## src/rtl/mfd_pkg.sv

```systemverilog
`timescale 1ns / 1ps
// shared types, constants and the marker length table for the marker frame deframer
package mfd_pkg;

    localparam int unsigned BYTE_W = 8;
    localparam int unsigned IDX_W  = 5;

    localparam logic [BYTE_W-1:0] SYNC_BYTE     = 8'hA5;
    localparam logic [IDX_W-1:0]  SYNC_LEN      = 5'd21;
    localparam logic [BYTE_W-1:0] SYNC_GAP_RST  = 8'd22;
    localparam logic [BYTE_W-1:0] HUNT_MAX      = 8'hFF;

    typedef enum logic [1:0] {
        PH_HUNT    = 2'd0,
        PH_MARKER  = 2'd1,
        PH_PAYLOAD = 2'd2,
        PH_CHECK   = 2'd3
    } t_phase;

    typedef struct packed {
        t_phase             phase;
        logic [BYTE_W-1:0]  hunt_count;
        logic [BYTE_W-1:0]  current_marker;
        logic [IDX_W-1:0]   bytes_left;
        logic [IDX_W-1:0]   payload_position;
        logic [BYTE_W-1:0]  running_sum;
    } t_state;

    typedef struct packed {
        logic [BYTE_W-1:0]  marker_code;
        logic [IDX_W-1:0]   byte_index;
        logic [BYTE_W-1:0]  data_byte;
        logic               is_payload;
        logic               frame_end;
        logic               frame_ok;
        logic               request_transfer_mode;
    } t_result;

    // payload length per marker, zero for an unknown marker
    function automatic logic [IDX_W-1:0] marker_len(input logic [BYTE_W-1:0] code);
        logic [IDX_W-1:0] len;
        unique case (code)
            8'hA5:   len = 5'd21;
            8'hAF:   len = 5'd16;
            8'hAE:   len = 5'd8;
            8'hA0:   len = 5'd4;
            8'hA1:   len = 5'd25;
            8'hAD:   len = 5'd4;
            8'hAA:   len = 5'd2;
            8'hA2:   len = 5'd2;
            8'hA7:   len = 5'd1;
            8'hA4:   len = 5'd4;
            8'hA6:   len = 5'd4;
            8'h75:   len = 5'd6;
            8'h76:   len = 5'd2;
            8'h77:   len = 5'd2;
            default: len = 5'd0;
        endcase
        return len;
    endfunction

endpackage

```

## src/rtl/mfd_step.sv

```systemverilog
`timescale 1ns / 1ps
// per-byte framing step: next state and result for one received byte
module mfd_step (
    input  mfd_pkg::t_state               i_state,
    input  logic [mfd_pkg::BYTE_W-1:0]    i_byte,
    input  logic [mfd_pkg::BYTE_W-1:0]    i_sync_gap,
    output mfd_pkg::t_state               o_state,
    output logic                          o_res_valid,
    output mfd_pkg::t_result              o_res
);
    import mfd_pkg::*;

    logic             w_is_sync;
    logic             w_gap_match;
    logic [IDX_W-1:0] w_len;

    assign w_is_sync   = (i_byte == SYNC_BYTE);
    assign w_gap_match = (i_state.hunt_count == i_sync_gap);
    assign w_len       = marker_len(i_byte);

    // next state
    always_comb begin
        o_state = i_state;
        unique case (i_state.phase)
            PH_HUNT: begin
                if (!w_is_sync) begin
                    if (i_state.hunt_count != HUNT_MAX) begin
                        o_state.hunt_count = i_state.hunt_count + 8'd1;
                    end
                end else if (w_gap_match) begin
                    o_state.hunt_count       = '0;
                    o_state.current_marker   = SYNC_BYTE;
                    o_state.bytes_left       = SYNC_LEN;
                    o_state.payload_position = '0;
                    o_state.running_sum      = '0;
                    o_state.phase            = PH_PAYLOAD;
                end else begin
                    o_state.hunt_count = '0;
                end
            end
            PH_MARKER: begin
                if (w_len == '0) begin
                    o_state.phase      = PH_HUNT;
                    o_state.hunt_count = '0;
                end else begin
                    o_state.current_marker   = i_byte;
                    o_state.bytes_left       = w_len;
                    o_state.payload_position = '0;
                    o_state.running_sum      = '0;
                    o_state.phase            = PH_PAYLOAD;
                end
            end
            PH_PAYLOAD: begin
                o_state.running_sum      = i_state.running_sum + i_byte;
                o_state.payload_position = i_state.payload_position + 5'd1;
                if (i_state.bytes_left <= 5'd1) begin
                    o_state.bytes_left = '0;
                    o_state.phase      = PH_CHECK;
                end else begin
                    o_state.bytes_left = i_state.bytes_left - 5'd1;
                end
            end
            PH_CHECK: begin
                o_state.phase = PH_MARKER;
            end
            default: begin
                o_state.phase = PH_HUNT;
            end
        endcase
    end

    // result
    always_comb begin
        o_res       = '0;
        o_res_valid = 1'b0;
        unique case (i_state.phase)
            PH_HUNT: begin
                if (w_is_sync && !w_gap_match) begin
                    o_res_valid                 = 1'b1;
                    o_res.request_transfer_mode = 1'b1;
                end
            end
            PH_MARKER: begin
                o_res_valid = 1'b0;
            end
            PH_PAYLOAD: begin
                o_res_valid       = 1'b1;
                o_res.marker_code = i_state.current_marker;
                o_res.byte_index  = i_state.payload_position;
                o_res.data_byte   = i_byte;
                o_res.is_payload  = 1'b1;
            end
            PH_CHECK: begin
                o_res_valid       = 1'b1;
                o_res.marker_code = i_state.current_marker;
                o_res.data_byte   = i_byte;
                o_res.frame_end   = 1'b1;
                o_res.frame_ok    = (i_state.running_sum == i_byte);
            end
            default: begin
                o_res_valid = 1'b0;
            end
        endcase
    end

endmodule

```

## src/rtl/marker_frame_deframer_top.sv

```systemverilog
`timescale 1ns / 1ps
// top level of the marker frame deframer: handshakes, state and result registers
// a result is registered: it appears in the cycle after the request that causes it is accepted
// throughput: one byte per cycle; the only limit is the single result register
// a byte is taken while a result waits, as long as that result leaves in the same cycle
// reset (synchronous, active low): hunt phase, all counters zero, sync_gap back to 22
// marker, payload, check and hunt bytes each take one pass through mfd_step
module marker_frame_deframer_top (
    input  logic        i_clk,
    input  logic        i_rst_n,
    // configuration: sync_gap
    input  logic        i_cfg_we,
    input  logic [7:0]  i_cfg_data,
    // received byte channel
    input  logic        i_in_valid,
    output logic        o_in_stall,
    input  logic [7:0]  i_rx_byte,
    // result channel
    output logic        o_out_valid,
    input  logic        i_out_stall,
    output logic [7:0]  o_marker_code,
    output logic [4:0]  o_byte_index,
    output logic [7:0]  o_data_byte,
    output logic        o_is_payload,
    output logic        o_frame_end,
    output logic        o_frame_ok,
    output logic        o_request_transfer_mode
);
    import mfd_pkg::*;

    // framing state and the sync gap register
    t_state            r_state;
    t_state            n_state;
    logic [BYTE_W-1:0] r_sync_gap;

    // result register
    t_result           r_out;
    logic              r_out_valid;
    logic              n_out_valid;

    // step outputs
    t_state            w_step_state;
    t_result           w_step_res;
    logic              w_step_valid;

    logic              w_in_accept;

    // hold input only while a result waits and downstream also holds it
    assign o_in_stall  = r_out_valid & i_out_stall;
    assign w_in_accept = i_in_valid & ~o_in_stall;

    mfd_step u_step (
        .i_state     (r_state),
        .i_byte      (i_rx_byte),
        .i_sync_gap  (r_sync_gap),
        .o_state     (w_step_state),
        .o_res_valid (w_step_valid),
        .o_res       (w_step_res)
    );

    // state only advances on an accepted request
    assign n_state = w_in_accept ? w_step_state : r_state;

    // keep a stalled result, else load a new one if this request makes one
    assign n_out_valid = (r_out_valid & i_out_stall) | (w_in_accept & w_step_valid);

    always_ff @(posedge i_clk) begin
        if (!i_rst_n) begin
            r_state.phase            <= PH_HUNT;
            r_state.hunt_count       <= '0;
            r_state.current_marker   <= '0;
            r_state.bytes_left       <= '0;
            r_state.payload_position <= '0;
            r_state.running_sum      <= '0;
            r_sync_gap               <= SYNC_GAP_RST;
            r_out_valid              <= 1'b0;
        end else begin
            r_state     <= n_state;
            r_out_valid <= n_out_valid;
            if (i_cfg_we) begin
                r_sync_gap <= i_cfg_data;
            end
        end
    end

    // result payload, no reset needed
    always_ff @(posedge i_clk) begin
        if (w_in_accept && w_step_valid) begin
            r_out <= w_step_res;
        end
    end

    assign o_out_valid             = r_out_valid;
    assign o_marker_code           = r_out.marker_code;
    assign o_byte_index            = r_out.byte_index;
    assign o_data_byte             = r_out.data_byte;
    assign o_is_payload            = r_out.is_payload;
    assign o_frame_end             = r_out.frame_end;
    assign o_frame_ok              = r_out.frame_ok;
    assign o_request_transfer_mode = r_out.request_transfer_mode;

endmodule
```

## config.mk

```make
export PLATFORM = sky130hd
export DESIGN_NAME = marker_frame_deframer_top
export DESIGN_NICKNAME = d
export VERILOG_FILES = /design/src/rtl/mfd_pkg.sv /design/src/rtl/mfd_step.sv /design/src/rtl/marker_frame_deframer_top.sv
export SDC_FILE = /design/constraint.sdc
export NUM_CORES = 1
export LEC_CHECK = 0
export BUFFER_PORTS_ARGS = -buffer_cell sky130_fd_sc_hd__buf_4
export CORE_MARGIN = 8
export CORE_UTILIZATION = 60
export CTS_CLUSTER_DIAMETER = 80
export DETAILED_ROUTE_END_ITERATION = 8
export PLACE_DENSITY = 0.83
export SYNTH_ARGS = -nofsm -noshare
export SYNTH_HDL_FRONTEND = slang
export SYNTH_SLANG_ARGS = --single-unit
```

## constraint.sdc

```tcl
create_clock -name i_clk -period 5.03 [get_ports i_clk]
set_clock_uncertainty 0.1 [all_clocks]
set_input_delay 0.2515 -clock i_clk [delete_from_list [all_inputs] [get_ports i_clk]]
set_output_delay 0.2515 -clock i_clk [all_outputs]
set_load 0.01 [all_outputs]
```

Word-level counts from Yosys, hierarchy flattened
Index checks and enable logic that the tools add are counted.
{"block": "totals", "reg_bits": 70, "latchBits": 0, "mem_bits_rw": 0, "mem_bits_ro": 0, "inputBits": 21, "output_inout_bits": 27, "elab_cells": 84, "n_memories": 0}
{"block": "op_classes", "n_addsub": 4, "mul": 0, "div": 0, "n_lt_le_gt_ge": 1, "n_eq_ne": 26, "shift": 0, "n_mux": 19, "bitwise_logic": 5, "reduce_logical": 14}
{"cell": "equality test 8 bit, second input constant", "count": 11}
{"cell": "two-way mux 26 bit", "count": 3}
{"cell": "one-hot mux 18 bit (3 select lines)", "count": 1}
{"cell": "one-hot mux 5 bit (8 select lines)", "count": 1}
{"cell": "one-hot mux 16 bit (2 select lines)", "count": 1}
{"cell": "equality test 8 x 7 -> 1 bit, second input constant", "count": 3}
{"cell": "two-way mux 8 bit", "count": 3}
{"cell": "equality test 8 bit", "count": 2}
{"cell": "two-way mux 2 bit", "count": 5}
{"cell": "AND reduction 5 bit", "count": 2}
{"cell": "adder 8 x 1 -> 8 bit, second input constant", "count": 1}
{"cell": "adder 8 bit", "count": 1}
{"cell": "!= test 2 x 1 -> 1 bit, second input constant", "count": 4}
{"cell": "!= test 8 bit, second input constant", "count": 1}
{"cell": "one-hot mux 2 bit (4 select lines)", "count": 1}
{"cell": "AND reduction 4 bit", "count": 2}
{"cell": "OR reduction 4 bit", "count": 2}
{"cell": "adder 5 x 1 -> 5 bit, second input constant", "count": 1}
{"cell": "less-or-equal comparator 5 x 1 -> 1 bit, second input constant", "count": 1}
{"cell": "logical NOT 5 bit", "count": 1}
{"cell": "two-way mux 5 bit", "count": 1}
{"cell": "subtractor 5 x 1 -> 5 bit, second input constant", "count": 1}
{"cell": "equality test 2 bit, second input constant", "count": 2}
{"cell": "bitwise AND 1 bit", "count": 3}
{"cell": "13 further kinds", "count": 15}

Depth between registers and ports, before layout
Gate-level depths: netlist (run 1).
{"block": "depth", "word_depth": 7, "ltp_mapped": 8, "ltp_nobuf": 7}

Hierarchy
From an unflattened synthesis (run 1), not the netlist that was laid out.
{"block": "hier_totals", "cells_unflattened": 483, "hier_area_um2": 4269.1}
{"module": "marker_frame_deframer_top", "instances": 1, "cells_each": 214, "area_per_inst_um2": 2558.7, "seq_area_each_um2": 1651.6}
{"module": "mfd_step", "instances": 1, "cells_each": 269, "area_per_inst_um2": 1710.4, "seq_area_each_um2": 0.0}

Least setup slack after synthesis (run 1)
OpenSTA, ideal clock, no wires.
{"block": "synth_path", "path_kind": "reg-to-reg", "from": "reg r_state[34] (netlist bit)", "to": "reg r_out, in the netlist o_byte_index[0], enable pin", "setup_ps": 407, "arrival_time_ps": 2166, "t_required_ps": 4523, "path_slack_ps": 2357, "stages_incl_launch_ff": 8, "path_buffers": 1, "synth_period_minus_slack_ps": 2673, "cell_sequence": "dfxtp_1 inv_1 ha_1 clkbuf_1 nor2_1 nor2_1 nor2_1 nor2_1"}
{"block": "synth_between", "elab_chain_len": 4, "word_cells_on_any_way": 7, "cone_classes": "eq/ne (3); mux (1); reduce/logical (3)"}
{"element": "start, declared", "line_no": "marker_frame_deframer_top.sv:32", "rtl": "t_state r_state;"}
{"element": "start signal, assigned", "line_no": "marker_frame_deframer_top.sv:78", "rtl": "r_state <= n_state;"}
{"element": "equality test 2 bit", "line_no": "mfd_step.sv:76", "rtl": "unique case (i_state.phase)"}
{"element": "OR reduction 2 bit (no line)"}
{"element": "one-hot mux 1 bit (3 select lines) (*)", "line_no": "mfd_step.sv:76"}
{"element": "logical AND 1 bit (*)", "line_no": "marker_frame_deframer_top.sv:88", "rtl": "if (w_in_accept && w_step_valid) begin"}
{"element": "end signal, assigned", "line_no": "marker_frame_deframer_top.sv:89", "rtl": "r_out <= w_step_res;"}
{"element": "end, declared", "line_no": "marker_frame_deframer_top.sv:37", "rtl": "t_result r_out;"}
Mark *: on every way between the ends. The rest lies on a longest branch, timed or not.
A chain may end at the register's enable or synchronous reset.

Final worst setup path (run 1)
{"block": "layout_path", "from": "reg r_state[34] (netlist bit)", "to": "reg r_out, in the netlist o_byte_index[4], enable pin"}
The elaborated chain is that of the path after synthesis.

==> results of run 1 <==
==> registers in the layout (all words and copies together) (netlist names) <==
register                 flops
o_request_transfer_mode      1
o_is_payload                 1
o_byte_index                 5
o_data_byte                  8
o_frame_end                  1
o_frame_ok                   1
o_out_valid                  1
r_sync_gap                   8
r_state                     36
o_marker_code                8
==> critical path, delay by kind of cell (launching register included) <==
family	cells	cell delay, ns
fa+ha+maj	1	0.35
buf+inv	1	0.09
flops	1	0.34
simple gates	4	1.52
==> final cells by class <==
class | instances | share of cell area
clock buffer | 10 | 0.0322
clock inverter | 6 | 0.00877
inverter | 14 | 0.0123
multi-input combinational | 276 | 0.450
sequential | 70 | 0.386
tap | 75 | 0.0219
timing repair buffer | 51 | 0.0894
==> cell families after synthesis <==
group | Yosys count | synth area share
AO/OA/AOI/OAI | 96 | 0.186
XOR/XNOR | 17 | 0.0400
adder cells (fa/ha/maj) | 16 | 0.0558
buffers and inverters | 38 | 0.0403
flip-flops | 70 | 0.444
multiplexers | 12 | 0.0329
AND/OR/NAND/NOR | 135 | 0.201
==> cells in the final DEF (no fill, tap or decap), types with 12 or more instances in the layout <==
cell,netlist,routed
sky130_fd_sc_hd__a21oi_1,19,19
sky130_fd_sc_hd__buf_4,1,51
sky130_fd_sc_hd__dfxtp_1,45,45
sky130_fd_sc_hd__edfxtp_1,25,25
sky130_fd_sc_hd__ha_1,15,15
sky130_fd_sc_hd__inv_1,13,13
sky130_fd_sc_hd__nand2_1,28,28
sky130_fd_sc_hd__nand3_1,12,12
sky130_fd_sc_hd__nand4_1,16,16
sky130_fd_sc_hd__nor2_1,20,19
sky130_fd_sc_hd__nor2b_1,14,14
sky130_fd_sc_hd__o21ai_0,21,21
sky130_fd_sc_hd__xor2_1,12,12
==> per-stage QoR <==
stage	utilization	total power, W	hold slack [ns]
after CTS	0.719	0.00107	0.0132
after global routing	0.719	0.00110	0.0310
after global placement	0.689	0.000672	0.342
final	0.719	0.00107	0.0185
after floorplan	-	0.000646	0.280
after detailed placement	0.689	0.000675	0.350
==> worst paths after layout <==
path	startpoint	to	slack, ns	depth (start not counted)
hold / removal	i_cfg_data[4]	r_sync_gap[4]$_SDFFE_PN1P_	0.02	3
setup / recovery	r_state[34]$_SDFFE_PN0P_	o_byte_index[4]$_SDFFCE_PN0P_	2.23	6
hold reg to reg	r_state[19]$_SDFFE_PN0P_	r_state[19]$_SDFFE_PN0P_	0.36	2
setup reg to reg	r_state[34]$_SDFFE_PN0P_	o_byte_index[4]$_SDFFCE_PN0P_	2.23	6
==> power breakdown <==
part,internal [W],switching (W)
registers,0.000587,0.00000487
clock network,0.000189,0.000214
logic,0.0000286,0.0000417
total,0.000805,0.000261
==> routing by layer <==
layer / vias up / GRT usage / part of all wire
li1: 1509 / - / -
met1: 1510 / 0.279 / 0.42
met2: 147 / 0.355 / 0.48
met3: 22 / 0.0444 / 0.077
met4: 0 / 0.0923 / 0.022
met5: - / 0 / 0
==> impl_summary.txt, run 1 <==
----------------------------------------------------
[Cells and area]
  Final standard cell area without fillers ... roughly 4300 sq um
  Total area of sequential cells ... 1650 sq um
  # nets final ... 459
  Share of layout cells above drive strength 1 ... 0.197
  Area occupied by multi-input gates ... 1920 sq um
  Number of cells in the finished layout apart from fillers ... 502
  Area grow syn2layout ... 15.0%
  Count of inserted antenna diode cells ... 0
  Count of filler cells inserted in the layout ... 462

[Critical path]
  Highest fanout seen on the critical path ... 25
  Cell mode on critical path ... sky130_fd_sc_hd__nor2_1
  Worst path slowest cell ... sky130_fd_sc_hd__nor2_2
  Cells along the critical path ... inv_1, ha_1, nor2_1, nor2_1, nor2_1, nor2_2
  Worst path max stage delay ... between 0.9 and 1 ns
  Endpoint class of the critical path ... flip-flop
  Arrival time worst endpoint ... 2.66 ns
  Type of element launching the critical path ... flip-flop
  Worst endpoint required time ... 4.89 ns
  Type of the worst setup path ... flip-flop to flip-flop

[Floorplan]
  Overall die width ... 94.8 um
  Starting density of the core ... 0.625
  Total core area ... about 6000 sq um
  Row Count ... 28
  Die Span Y ... 94.8 um
  Area enclosed by the die boundary ... 8980 sq um
  Number of top-level pins ... 48

[Synthesis]
  Count of yosys warnings during synthesis ... 0
  Share of flip-flops with an asynchronous set or reset ... 0
  Register area share after synthesis ... 0.444
  Post-synthesis cell area ... approximately 3700 sq um
  Count of flip-flops with a built-in enable after synthesis ... 25
  Cell count after synthesis ... 384
  Library cell with the largest summed area after synthesis ... sky130_fd_sc_hd__dfxtp_1
  Post-synth cell types ... 65
  Post-synthesis net count ... approximately 420
  Most frequent cell after synthesis ... sky130_fd_sc_hd__dfxtp_1
  Total of flip-flops plus latches after synthesis ... 70
  Leading post-synthesis cells by instance count ... sky130_fd_sc_hd__dfxtp_1, sky130_fd_sc_hd__nand2_1, sky130_fd_sc_hd__edfxtp_1
  Main area contributors after synthesis ... sky130_fd_sc_hd__dfxtp_1, sky130_fd_sc_hd__edfxtp_1, sky130_fd_sc_hd__ha_1
  Area share of the largest cell type after synthesis ... 0.242
  Mean cell area of the mapped netlist ... 9.70 sq um
  Main synth FF type ... sky130_fd_sc_hd__dfxtp_1

[Placed design]
  Pre-CTS setup slack ... 2.23 ns
  HPWL reported at the end of detailed placement ... between 6000 and 7000 um
  Gpl congestion ... 0.883
  Placed Instances ... 486
  I/O Buffers ... 47
  Total cell area at the placement stage ... 4110 sq um

[Outcome]
  Result of the run ... complete, no violations

[Drt]
  Violation count after the first detailed-routing iteration ... 296
  Total vias in the final route ... 3,188
  Detailed-routing iteration count for the pre-antenna-repair pass ... 5
  Wirelength, routed ... 9400 um
  Vias per Instance ... 6.35
  Number of nets with antenna violations after routing ... 0
  Wire per inst ... about 19 um
  Post-route DRC violation count ... 0

[STA]
  Post-layout min period ... roughly 2.8 ns
  Unrepaired setup endpoints after global routing ... false
  Final Hold Violating Endpoints ... 0
  Final-layout setup total negative slack ... 0 ns
  Slew headroom ... 0.187
  Peak Freq ... 357 MHz
  Ratio of final minimum period to clock period ... 0.557
  Final setup viols ... 0
  Setup WS post-layout ... 2.23 ns
  Final number of max-transition violations ... 0
  Transition time at the pin with the least slew margin ... 1.22 ns

[Clock network]
  Number of buffers inserted to repair setup after CTS ... 0
  Clk root buf ... sky130_fd_sc_hd__clkbuf_8
  Hold-fix buffers at CTS ... 0
  CTS tree ... done
  Clock Tree Buf Depth ... 2
  Clk sink count ... 70
  Clock slew at reported path FFs ... about 0.080 ns
  H-tree depth ... 3
  Inserted Clock Buffers ... 9
  Worst-skew pair later-pin latency ... 0.35 ns
  Post-CTS resize count ... 0

[GRT]
  Total gr overflow ... 0
  Vias in the first global route ... 3,149
  Initial antenna violation count ... 0
  GRT Util Overall ... 0.220
  First-pass GRT wire length ... 15,600 um
  Largest net degree at the start of global routing ... 40

[Flow run]
  Number of max-capacitance violations reported ... 0

[Worst hold path]
  Path type of the worst min-delay path ... primary input to flip-flop

[Pwr]
  Leakage component of the power ... between 1.5 and 2 nW
  Peak VDD IR ... ~180 uV
  Pwr dens ... 249 nW/um^2

----------------------------------------------------
Power figures use the tool's default switching activity.
==> run 2: changes to the inputs <==
--- a/config.mk
+++ b/config.mk
@@ -7,10 +7,10 @@
 export LEC_CHECK = 0
 export BUFFER_PORTS_ARGS = -buffer_cell sky130_fd_sc_hd__buf_4
 export CORE_MARGIN = 8
-export CORE_UTILIZATION = 60
+export CORE_UTILIZATION = 58
 export CTS_CLUSTER_DIAMETER = 80
 export DETAILED_ROUTE_END_ITERATION = 8
-export PLACE_DENSITY = 0.83
+export PLACE_DENSITY = 0.81
 export SYNTH_ARGS = -nofsm -noshare
 export SYNTH_HDL_FRONTEND = slang
 export SYNTH_SLANG_ARGS = --single-unit
==> constraint.sdc (replaced) <==
create_clock -name i_clk -period 2.9 [get_ports i_clk]
set_clock_uncertainty 0.1 [all_clocks]
set_input_delay 0.145 -clock i_clk [delete_from_list [all_inputs] [get_ports i_clk]]
set_output_delay 0.145 -clock i_clk [all_outputs]
set_load 0.01 [all_outputs]
==> impl_summary.txt, run 2 (synthesized netlist as in run 1, its figures left out) <==
----------------------------------------------------
[Outcome]
  Result of the run ... complete, no violations

[Clock network]
  Post-CTS resize count ... 0
  H-tree depth ... 3
  Clock slew at reported path FFs ... 0.08 ns
  CTS tree ... done
  Clock Tree Buf Depth ... 2
  Clk root buf ... sky130_fd_sc_hd__clkbuf_8
  Clk sink count ... 70
  Inserted Clock Buffers ... 9
  Worst-skew pair later-pin latency ... 0.36 ns
  Number of buffers inserted to repair setup after CTS ... 0

[Cells and area]
  Leading cell type in the layout, fill and taps excluded ... sky130_fd_sc_hd__buf_4
  Flip-flop count of the largest register, all copies and words added ... 36
  Register name with the most flops ... r_state
  Area grow syn2layout ... 19.0%
  Final standard cell area without fillers ... 4430 sq um
  Count of inserted antenna diode cells ... 0
  Number of cells in the finished layout apart from fillers ... 520
  # nets final ... 475
  Share of layout cells above drive strength 1 ... 0.196
  Highest-count cells in the layout ignoring fill and taps ... sky130_fd_sc_hd__buf_4, sky130_fd_sc_hd__dfxtp_1, sky130_fd_sc_hd__nand2_1, sky130_fd_sc_hd__edfxtp_1, sky130_fd_sc_hd__o21ai_0

[Floorplan]
  Total core area ... 6280 sq um
  Die Span Y ... roughly 96 um
  Area enclosed by the die boundary ... approximately 9200 sq um
  Row Count ... 29
  Overall die width ... 96.1 um
  Starting density of the core ... 0.593
  Number of top-level pins ... 48

[Critical path]
  Highest fanout seen on the critical path ... 14
  Worst r2r dst ... r_state[7]$_SDFFE_PN0P_
  R2r setup slk ... ~0.52 ns
  Endpoint class of the critical path ... flip-flop
  Cell count of the worst reg-to-reg path ... 7
  Startpoint of the worst-slack reg-to-reg timing path ... r_state[35]$_SDFFE_PN0P_
  Worst endpoint required time ... 3.10 ns
  Type of element launching the critical path ... primary input
  Type of the worst setup path ... primary input to flip-flop
  Arrival time worst endpoint ... 2.72 ns

[STA]
  Post-layout min period ... 2.53 ns
  Final setup viols ... 0
  Unrepaired setup endpoints after global routing ... false
  Final Hold Violating Endpoints ... 0
  Setup WS post-layout ... between 0.3 and 0.4 ns
  Slew headroom ... 0.640
  Final-layout setup total negative slack ... 0 ns
  Peak Freq ... roughly 400 MHz
  Ratio of final minimum period to clock period ... 0.871
  Transition time at the pin with the least slew margin ... 0.536 ns
  Final number of max-transition violations ... 0

[Drt]
  Vias per Instance ... 6.47
  Wire per inst ... about 18 um
  Detailed-routing iteration count for the pre-antenna-repair pass ... 5
  Total vias in the final route ... 3,362
  Post-route DRC violation count ... 0
  Violation count after the first detailed-routing iteration ... 282
  Wirelength, routed ... about 9500 um
  Number of nets with antenna violations after routing ... 0

[Placed design]
  Gpl congestion ... 0.942
  Placed Instances ... 493
  Pre-CTS setup slack ... 0.574 ns
  Total cell area at the placement stage ... 4150 sq um
  HPWL reported at the end of detailed placement ... 6460 um
  I/O Buffers ... 47

[GRT]
  Largest net degree at the start of global routing ... 40
  Vias in the first global route ... approximately 3,200
  First-pass GRT wire length ... approximately 16,000 um
  Total gr overflow ... 0
  Initial antenna violation count ... 0
  GRT Util Overall ... 0.216

[Flow run]
  Number of max-capacitance violations reported ... 0

[Worst hold path]
  Hold Crit Depth ... 3
  Terminating pin of the worst hold path ... r_state[24]$_SDFFE_PN0P_
  Startpoint of the tightest hold check path ... i_rx_byte[6]
  Path type of the worst min-delay path ... primary input to flip-flop

[Pwr]
  Leakage component of the power ... 1.75 nW
  Peak VDD IR ... between 200 and 300 uV
  Pwr dens ... 422 nW/um^2

----------------------------------------------------
run 2: worst max-delay path by stage:
stage	start	to	slack, ns	cells after the start
2_1_floorplan	r_state[34]$_SDFFE_PN0P_	o_byte_index[0]$_SDFFCE_PN0P_	0.23	7
3_3_place_gp	r_state[35]$_SDFFE_PN0P_	r_state[7]$_SDFFE_PN0P_	0.63	7
3_5_place_dp	r_state[35]$_SDFFE_PN0P_	r_state[7]$_SDFFE_PN0P_	0.57	7
4_1_cts	i_rx_byte[4]	r_state[7]$_SDFFE_PN0P_	0.40	7
5_1_grt	i_rx_byte[4]	r_state[12]$_SDFFE_PN0P_	0.26	7
6_report	i_rx_byte[4]	r_state[7]$_SDFFE_PN0P_	0.37	7
run 2: per-stage QoR:
step,utilization,hold slack (ns),total power [W]
final,0.706,0.0117,0.00187
after global routing,0.706,0.0133,0.00192
after CTS,0.706,0.00680,0.00188
after detailed placement,0.660,0.267,0.00117
after global placement,0.660,0.258,0.00117
after floorplan,-,0.174,0.00112
run 2: per-layer routing:
metal  global-route usage  wire (um)  up-vias
met3               0.0398        849       35
met4                0.134        304        0
met2                0.341       4380      190
met1                0.268       3930     1590
li1                     -          -     1547
met5                    0          0        -
run 2: what timing repair did:
| item | CTS | global route |
|---|---|---|
| endpoints found under the setup margin | 0 | 0 |
| hold endpoints to repair | 10 | 0 |
| hold buffers | 11 | 0 |
run 2: power breakdown:
part | internal (W) | switching, W
logic | 0.0000583 | 0.0000748
clock network | 0.000329 | 0.000380
registers | 0.00102 | 0.00000939
total | 0.00141 | 0.000464
run 2: final cells by class:
type                       instances  area [sq um]
multi-input combinational        276          1920
fill                             473          1850
clock buffer                      10           138
clock inverter                     6          36.3
timing repair buffer              67           531
tap                               77          96.3
sequential                        70          1650
inverter                          14          52.6
run 2: worst max-delay path: stages:
cell and delay [ns]:
sky130_fd_sc_hd__dlygate4sd3_1 0.54, sky130_fd_sc_hd__buf_4 0.16, sky130_fd_sc_hd__and4bb_1 0.47, sky130_fd_sc_hd__o21ai_2 0.16
sky130_fd_sc_hd__a2111o_1 0.60, sky130_fd_sc_hd__or4_1 0.57, sky130_fd_sc_hd__nand4_1 0.09
